--- config.mk ---
export PLATFORM = sky130hd
export DESIGN_NAME = sbc_queue_flat
export DESIGN_NICKNAME = d
export VERILOG_FILES = /design/src/design/sbc_pkg.sv /design/src/design/sbc_if.sv /design/src/design/sbc_queue.sv /design/src/flat_wrapper.sv
export SDC_FILE = /design/constraint.sdc
export NUM_CORES = 1
export LEC_CHECK = 0
export ABC_AREA = 0
export BUFFER_PORTS_ARGS = -buffer_cell sky130_fd_sc_hd__buf_2
export CORE_UTILIZATION = 54
export DETAILED_ROUTE_END_ITERATION = 16
export PLACE_DENSITY = 0.76
export SLEW_MARGIN = 20
export SYNTH_ARGS = -nofsm -noshare
export SYNTH_HDL_FRONTEND = slang
export SYNTH_SLANG_ARGS = --single-unit
--- constraint.sdc ---
create_clock -name i_clk -period 7.7 [get_ports i_clk]
set_input_delay 1.54 -clock i_clk [delete_from_list [all_inputs] [get_ports i_clk]]
set_output_delay 1.54 -clock i_clk [all_outputs]
set_load 0.02 [all_outputs]
--- src/design/sbc_pkg.sv ---
// ----------------------------------------------------------------------------
// sbc_pkg
// shared constants for the sphere versus box contact unit
// ----------------------------------------------------------------------------
package sbc_pkg;

    localparam int COORD_WIDTH  = 32;
    localparam int NORMAL_WIDTH = 16;
    localparam int AXES         = 3;

endpackage

--- src/design/sbc_if.sv ---


interface sbc_cls_if #(parameter int CW = 32);
    logic                  valid;
    logic                  ready;
    logic                  colliding;
    logic                  center_in;
    logic [2:0][CW-1:0]    mag;
    logic [2:0]            neg;
    logic [CW-2:0]         radius;
    logic [2*CW-3:0]       dist_sq;

    modport source (output valid, colliding, center_in, mag, neg, radius, dist_sq,
                    input ready);
    modport sink (input valid, colliding, center_in, mag, neg, radius, dist_sq,
                  output ready);
endinterface


--- src/design/sbc_queue.sv ---
// ----------------------------------------------------------------------------
// sbc_queue
// short fifo between classification and the contact pipeline
// ----------------------------------------------------------------------------
module sbc_queue import sbc_pkg::*; #(
    parameter int CW = COORD_WIDTH
) (
    input  logic       i_clk,
    input  logic       i_rst_n,
    sbc_cls_if.sink    i_cls,
    sbc_cls_if.source  o_cls
);

    localparam int DEPTH = 4;
    localparam int AW    = $clog2(DEPTH);

    typedef struct packed {
        logic               colliding;
        logic               center_in;
        logic [2:0][CW-1:0] mag;
        logic [2:0]         neg;
        logic [CW-2:0]      radius;
        logic [2*CW-3:0]    dist_sq;
    } t_entry;

    t_entry        r_mem [DEPTH];
    logic [AW-1:0] r_wr, r_rd;
    logic [AW:0]   r_cnt;
    logic          push, pop;
    t_entry        head;

    assign i_cls.ready = r_cnt != (AW+1)'(DEPTH);
    assign push        = i_cls.valid && i_cls.ready;
    assign pop         = o_cls.ready && (r_cnt != '0);

    always_ff @(posedge i_clk) begin
        if (!i_rst_n) begin
            r_wr  <= '0;
            r_rd  <= '0;
            r_cnt <= '0;
        end else begin
            if (push) begin
                r_wr <= r_wr + 1'b1;
            end
            if (pop) begin
                r_rd <= r_rd + 1'b1;
            end
            r_cnt <= r_cnt + (AW+1)'(push) - (AW+1)'(pop);
        end
    end

    always_ff @(posedge i_clk) begin
        if (push) begin
            r_mem[r_wr] <= '{colliding: i_cls.colliding, center_in: i_cls.center_in,
                             mag: i_cls.mag, neg: i_cls.neg,
                             radius: i_cls.radius, dist_sq: i_cls.dist_sq};
        end
    end

    assign head            = r_mem[r_rd];
    assign o_cls.valid     = r_cnt != '0;
    assign o_cls.colliding = head.colliding;
    assign o_cls.center_in = head.center_in;
    assign o_cls.mag       = head.mag;
    assign o_cls.neg       = head.neg;
    assign o_cls.radius    = head.radius;
    assign o_cls.dist_sq   = head.dist_sq;

endmodule

--- src/flat_wrapper.sv ---
// flat-port wrapper written by rule: the top's interface ports become plain ports
module sbc_queue_flat import sbc_pkg::*;
#(
    parameter int CW = COORD_WIDTH
)
  (i_clk, i_rst_n, i_cls_valid, i_cls_colliding, i_cls_center_in, i_cls_mag, i_cls_neg, i_cls_radius, i_cls_dist_sq, i_cls_ready, o_cls_valid, o_cls_colliding, o_cls_center_in, o_cls_mag, o_cls_neg, o_cls_radius, o_cls_dist_sq, o_cls_ready);
  sbc_cls_if #(.CW(CW)) i_cls_i ();
  sbc_cls_if #(.CW(CW)) o_cls_i ();
  input  logic i_clk;
  input  logic i_rst_n;
  input wire logic [$bits(i_cls_i.valid)-1:0] i_cls_valid;
  input wire logic [$bits(i_cls_i.colliding)-1:0] i_cls_colliding;
  input wire logic [$bits(i_cls_i.center_in)-1:0] i_cls_center_in;
  input wire logic [$bits(i_cls_i.mag)-1:0] i_cls_mag;
  input wire logic [$bits(i_cls_i.neg)-1:0] i_cls_neg;
  input wire logic [$bits(i_cls_i.radius)-1:0] i_cls_radius;
  input wire logic [$bits(i_cls_i.dist_sq)-1:0] i_cls_dist_sq;
  output wire logic [$bits(i_cls_i.ready)-1:0] i_cls_ready;
  output wire logic [$bits(o_cls_i.valid)-1:0] o_cls_valid;
  output wire logic [$bits(o_cls_i.colliding)-1:0] o_cls_colliding;
  output wire logic [$bits(o_cls_i.center_in)-1:0] o_cls_center_in;
  output wire logic [$bits(o_cls_i.mag)-1:0] o_cls_mag;
  output wire logic [$bits(o_cls_i.neg)-1:0] o_cls_neg;
  output wire logic [$bits(o_cls_i.radius)-1:0] o_cls_radius;
  output wire logic [$bits(o_cls_i.dist_sq)-1:0] o_cls_dist_sq;
  input wire logic [$bits(o_cls_i.ready)-1:0] o_cls_ready;
  assign i_cls_i.valid = i_cls_valid;
  assign i_cls_i.colliding = i_cls_colliding;
  assign i_cls_i.center_in = i_cls_center_in;
  assign i_cls_i.mag = i_cls_mag;
  assign i_cls_i.neg = i_cls_neg;
  assign i_cls_i.radius = i_cls_radius;
  assign i_cls_i.dist_sq = i_cls_dist_sq;
  assign i_cls_ready = i_cls_i.ready;
  assign o_cls_valid = o_cls_i.valid;
  assign o_cls_colliding = o_cls_i.colliding;
  assign o_cls_center_in = o_cls_i.center_in;
  assign o_cls_mag = o_cls_i.mag;
  assign o_cls_neg = o_cls_i.neg;
  assign o_cls_radius = o_cls_i.radius;
  assign o_cls_dist_sq = o_cls_i.dist_sq;
  assign o_cls_i.ready = o_cls_ready;
  sbc_queue #(.CW(CW)) u_core (.i_clk(i_clk), .i_rst_n(i_rst_n), .i_cls(i_cls_i), .o_cls(o_cls_i));
endmodule
==> impl_metrics.csv, run 1 <==
group,metric,value,unit
outcome,run_status,"finished clean",
worst_setup_path,cp_max_fo,78,
worst_setup_path,path_class,"reg2out",
floorplan,fp.coreArea,51700,µm²
cells_and_area,nFillCells,3310,
clock_network,root_buffer,"clkbuf_16",
global_routing,grtUsageMet2,34.0,%
clock_network,cts_max_path_buffers,3,
worst_setup_path,arrival,3.22,ns
global_routing,gr-total-overflow,0,
global_routing,grt_pass1_vias,13500,
clock_network,insertion_delay,0.61,ns
power,power_density,348,nW/µm²
synthesis,yosysMostFrequentCell,"edfxtp_1",
synthesis,syn_area_per_cell,26.8,µm²
cells_and_area,fin_nets,1709,
timing,finClkSkew,0.0173,ns
power,p_leak,11.2,nW
clock_network,htreeDepth,3,
clock_network,cts_setup_buffers,0,
placement,gp_congestion,0.732,
placement,place_area,31100,µm²
power,peakVddDrop,293,µV
run,maxCapViolCount,0,
global_routing,grtUsageMet1,27.2,%
synthesis,ys_seq_elements,785,
global_routing,grt_max_degree,121,
timing,hold_viol,0,
power,power.internal,8.42,mW
floorplan,io-pin-count,394,
timing,finalSetupTns,0,ns
synthesis,yosysSeqAreaShare,82.4,%
timing,period_needed,4.76,ns
synthesis,synth_area,28500,µm²
synthesis,synth_cell_type_count,20,
cells_and_area,fin_cells,2252,
synthesis,synth_top_area_share,81.8,%
synthesis,synth_area_leaders,"edfxtp_1, mux4_2, buf_6",
worst_setup_path,start_kind,"register",
placement,place_hpwl,32500,µm
synthesis,yosysTopAreaCell,"edfxtp_1",
power,p_seq_share,45.7,%
timing,tightest_slew,0.972,ns
synthesis,synth_edf_count,776,
synthesis,synth_cells,1062,
clock_network,cts_sinks,785,
global_routing,antenna_found_initial,22,
worst_setup_path,end_kind,"primary output",
cells_and_area,drive_above_1_share,45.8,%
route,drtIter0Drc,999,
timing,timing.fmax,0.210,GHz
route,via_count,13000,
route,dr.pass1.iters,5,
synthesis,syn_nets,1267,
timing,slew_violations,0,
timing,setup_viol,0,
floorplan,die_h,232,µm
synthesis,ys.flop_type,"edfxtp_1",
timing,period_share,61.9,%
synthesis,yosysWarnings,0,
floorplan,start_util,55.1,%
route,antenna_left,0,
route,post-route-drc-count,0,
hold_path,min_path_type,"reg2reg",
worst_setup_path,crit_required,6.16,ns
power,power.share.clock,31.0,%
floorplan,fp-row-count,83,
power,pwr-share-comb,23.3,%
clock_network,cts_resized,0,
clock_network,cts_buffers,78,
global_routing,track_usage,21.1,%
cells_and_area,design_area,33700,µm²
power,p_switching,3.29,mW
route,viasPerCell,5.78,
synthesis,synthArstFlopShare,0,%
placement,placed_cells,2103,
clock_network,path_clk_slew,0.06,ns
placement,port-buffer-count,393,
clock_network,tritoncts,"done",
power,p_sw_share,28.1,%
cells_and_area,syn_to_final_growth,18.2,%
synthesis,synth_common_cells,"edfxtp_1, mux4_2, buf_2",
clock_network,hold_buffers,0,
timing,rsz0062_at_grt,"false",
global_routing,met3_usage,6.77,%
route,wl,56200,µm
floorplan,dieArea,53700,µm²
timing,slew_headroom,35.2,%
route,routedWlPerCell,25.0,µm
global_routing,top_usage_layer,"met2",
floorplan,die_x,232,µm
global_routing,grt_pass1_wl,82800,µm
power groups by stage:
stage | combinational (mW) | clock (mW) | sequential [mW]
6_report | 2.73 | 3.63 | 5.35
2_1_floorplan | 1.97 | 0 | 5.42
5_1_grt | 2.89 | 3.85 | 5.39
3_5_place_dp | 2.75 | 0 | 5.44
4_1_cts | 2.77 | 3.71 | 5.36
3_3_place_gp | 2.72 | 0 | 5.40
per-stage QoR:
stage,worst slack [ns],power [mW],hold slack [ns],utilization (%)
2_1_floorplan,0.840,7.39,0.468,-
3_3_place_gp,3.57,8.13,0.480,60.2
3_5_place_dp,3.58,8.19,0.508,60.2
4_1_cts,2.90,11.8,0.526,65.0
5_1_grt,2.66,12.1,0.555,65.1
6_report,2.94,11.7,0.517,65.1
metal layers:
layer  up-vias  wire length (µm)
met5         -               138
met4        22              1460
met3       122              5030
met2       548             28500
met1      6802             21100
li1       5519                 -
placed cells by master, fill, tap and decap left out:
master	synthesis	final
buf_12	0	6
clkbuf_16	0	81
dfxtp_4	0	2
mux4_2	194	194
or3_1	1	1
diode_2	0	10
inv_6	0	6
nor2_1	1	1
clkinv_2	0	12
mux2i_1	2	2
o31a_1	1	1
buf_16	0	1
and2_1	7	3
bufinv_16	0	6
inv_1	5	5
o311ai_0	1	1
and2_4	0	4
edfxtp_1	776	776
buf_4	0	7
nor2b_1	3	3
xnor2_1	4	4
ha_1	6	6
fa_1	1	1
buf_2	21	393
clkinvlp_4	0	2
clkbuf_1	5	16
a21boi_2	1	1
dfxtp_1	9	7
clkinv_1	0	15
nand2_1	5	5
path summary, 6_finish.rpt:
kind                                     from                              to  slack, ns  depth (start not counted)
setup / recovery                     register                 o_cls_radius[3]       2.94                          4
hold / removal    u_core.r_wr[1]$_SDFFE_PN0P_     u_core.r_wr[1]$_SDFFE_PN0P_       0.52                          2
setup reg to reg   u_core.r_cnt[1]$_SDFF_PN0_  u_core.r_mem[1][164]$_DFFE_PP_       5.05                          4
hold reg to reg   u_core.r_wr[1]$_SDFFE_PN0P_     u_core.r_wr[1]$_SDFFE_PN0P_       0.52                          2
layout make-up:
| cell class | instances | area [µm²] | share of cell area [%] |
|---|---|---|---|
| flip-flops and latches | 785 | 23500 | 69.8 |
| repair buffers | 407 | 2170 | 6.44 |
| clock inverters | 41 | 364 | 1.08 |
| well taps | 680 | 851 | 2.53 |
| multi-input cells | 227 | 4650 | 13.8 |
| diodes | 10 | 25.0 | 0.0744 |
| inverters | 5 | 18.8 | 0.0558 |
| clock buffers | 97 | 2090 | 6.20 |
worst max-delay path, stage by stage, from the launching register on:
cell and delay (ns):
dfxtp_4 0.79, buf_12 0.37, buf_16 0.45, mux4_2 0.61, buf_2 0.18
sequential cells by signal, summed over array words and instances (netlist names), named ones only:
signal,cells
u_core.r_wr,2
u_core.r_rd,2
u_core.r_cnt,3
u_core.r_mem,776
kinds of logic (layout without fill, tap and decap cells):
family / after synthesis / after routing / synth area share, %
flip-flops: 785 / 785 / 82.4
multiplexers: 196 / 196 / 15.4
buffers and inverters: 50 / 550 / 1.27
AND/OR/NAND/NOR: 17 / 17 / 0.321
adder cells (fa/ha/maj): 7 / 7 / 0.334
XOR/XNOR: 4 / 4 / 0.123
AO/OA/AOI/OAI: 3 / 3 / 0.101
other: 0 / 10 / 0
Power figures use the tool's default switching activity.
==> inputs of run 2 (changes only) <==
--- a/config.mk
+++ b/config.mk
@@ -7,9 +7,9 @@
 export LEC_CHECK = 0
 export ABC_AREA = 0
 export BUFFER_PORTS_ARGS = -buffer_cell sky130_fd_sc_hd__buf_2
-export CORE_UTILIZATION = 54
+export CORE_UTILIZATION = 51
 export DETAILED_ROUTE_END_ITERATION = 16
-export PLACE_DENSITY = 0.76
+export PLACE_DENSITY = 0.75
 export SLEW_MARGIN = 20
 export SYNTH_ARGS = -nofsm -noshare
 export SYNTH_HDL_FRONTEND = slang
==> constraint.sdc (replaced) <==
create_clock -name i_clk -period 4.35 [get_ports i_clk]
set_input_delay 0.87 -clock i_clk [delete_from_list [all_inputs] [get_ports i_clk]]
set_output_delay 0.87 -clock i_clk [all_outputs]
set_load 0.02 [all_outputs]
==> run 2 against run 1 <==
  * Non-clock buffer count up 37
  * Register-to-register slack worse by 3.2 ns
  * Total power up 77%
  * Worst hold slack worse by 0.053 ns
  * First-iteration DRC count down 27%
  * Via count down 1.1%
  * Routed wire length up 0.77%
  * Cell count up 4.2%
  * Critical path depth down 1
  * Global-route usage down 1.0 points
==> impl_metrics.csv, run 2 (synthesized netlist as in run 1, its figures left out) <==
group,metric,value,unit
placement,port-buffer-count,393,
placement,gp_congestion,0.762,
clock_network,htreeDepth,3,
global_routing,antenna_found_initial,9,
clock_network,cts_max_path_buffers,3,
run,maxCapViolCount,0,
worst_setup_path,start_kind,"register",
timing,rsz0062_at_grt,"false",
cells_and_area,fin_nets,1746,
route,antenna_left,0,
clock_network,tritoncts,"done",
route,post-route-drc-count,0,
outcome,run_status,"finished clean",
cells_and_area,syn_to_final_growth,19.7,%
worst_setup_path,worst_path_max_delay_cell,"dfxtp_4",
floorplan,io-pin-count,394,
cells_and_area,layout_common_cells,"edfxtp_1, buf_2, mux4_2, clkbuf_16, buf_4",
cells_and_area,layout_commonest_cell,"edfxtp_1",
timing,hold_viol,0,
global_routing,gr-total-overflow,0,
route,via_count,12900,
clock_network,cts_resized,0,
timing,timing.fmax,0.281,GHz
worst_setup_path,crit_required,3.48,ns
timing,setup_viol,0,
power,p_leak,11.4,nW
worst_setup_path,cpPeakStageDelay,0.89,ns
clock_network,cts_setup_buffers,0,
floorplan,die_h,238,µm
global_routing,track_usage,20.1,%
timing,finalSetupTns,0,ns
global_routing,grt_max_degree,60,
timing,finClkSkew,0.0209,ns
floorplan,fp-row-count,86,
timing,slew_headroom,38.4,%
floorplan,die_x,238,µm
timing,period_share,81.8,%
global_routing,grt_pass1_vias,13700,
timing,slew_violations,0,
power,peakVddDrop,473,µV
cells_and_area,final_util,61.9,%
clock_network,cts_sinks,785,
cells_and_area,reg.largest.list,"u_core.r_mem (776), u_core.r_cnt (3)",
worst_setup_path,critPathTopFamily,"flip-flops",
worst_setup_path,path_buf_inv,2,
clock_network,cts_buffers,78,
worst_setup_path,cp_max_fo,38,
power,power_density,609,nW/µm²
route,routedWlPerCell,24.1,µm
cells_and_area,largest_reg_flops,776,
timing,period_needed,3.56,ns
worst_setup_path,arrival,2.69,ns
route,wl,56700,µm
placement,place_hpwl,35200,µm
cells_and_area,largest-register,"u_core.r_mem",
placement,placed_cells,2209,
hold_path,min_path_type,"in2reg",
route,viasPerCell,5.48,
cells_and_area,fin_cells,2347,
clock_network,root_buffer,"clkbuf_16",
clock_network,hold_buffers,0,
route,dr.pass1.iters,4,
cells_and_area,drive_above_1_share,46.9,%
clock_network,insertion_delay,0.62,ns
timing,tightest_slew,0.924,ns
worst_setup_path,path_cells,"buf_12 -> mux4_2 -> buf_2",
clock_network,path_clk_slew,0.06,ns
worst_setup_path,path_class,"reg2out",
worst_setup_path,end_kind,"primary output",
floorplan,dieArea,56800,µm²
cells_and_area,nFillCells,3699,
global_routing,grt_pass1_wl,83700,µm
power,finalPower,20.8,mW
floorplan,fp.coreArea,55100,µm²
route,drtIter0Drc,730,
floorplan,start_util,51.7,%
==> run 2: report_power, final <==
| group | leakage, nW | internal, mW | switching (mW) |
|---|---|---|---|
| registers | 7.18 | 9.17 | 0.302 |
| clock network | 1.16 | 3.60 | 2.67 |
| logic | 3.04 | 2.11 | 2.90 |
==> run 2: path summary, 6_finish.rpt <==
path | startpoint | end | slack [ns] | cells after the start
hold reg to reg | u_core.r_wr[1]$_SDFFE_PN0P_ | u_core.r_wr[1]$_SDFFE_PN0P_ | 0.50 | 2
setup reg to reg | u_core.r_cnt[1]$_SDFF_PN0_ | u_core.r_mem[0][44]$_DFFE_PP_ | 1.86 | 4
hold / removal | i_cls_mag[45] | u_core.r_mem[2][141]$_DFFE_PP_ | 0.46 | 1
setup / recovery | register | o_cls_dist_sq[58] | 0.79 | 3
==> run 2: final cells by class <==
type,instances,area [µm²],area share [%]
diodes,3,7.51,0.0220
clock buffers,94,2050,6.03
clock inverters,41,329,0.965
inverters,5,18.8,0.0551
multi-input cells,227,4650,13.6
flip-flops and latches,785,23500,68.9
well taps,748,936,2.75
repair buffers,444,2600,7.63
==> run 2: worst register-to-register path: stages, from the launching register on <==
cell and delay (ns):
dfxtp_1 0.45, nor2_1 0.11, a21boi_2 0.35, and2_4 0.83, buf_4 0.43
==> run 2: through the flow <==
step                setup slack, ns  hold slack [ns]  instance area [µm²]
floorplan                     0.326            0.468                28500
global placement               1.34            0.475                31700
detailed placement             1.31            0.497                31700
CTS                           0.622            0.421                34100
global route                  0.588            0.443                34100
finish                        0.793            0.464                34100
==> run 2: per-layer routing <==
metal / wire length [µm] / GRT usage, % / part of all wire, % / vias up
met5: 81 / 0 / 0.14 / -
met4: 1230 / 6.68 / 2.2 / 14
met3: 4510 / 6.19 / 8.0 / 83
met2: 29300 / 33.8 / 52 / 422
met1: 21500 / 25.0 / 38 / 6775
li1: - / - / - / 5570
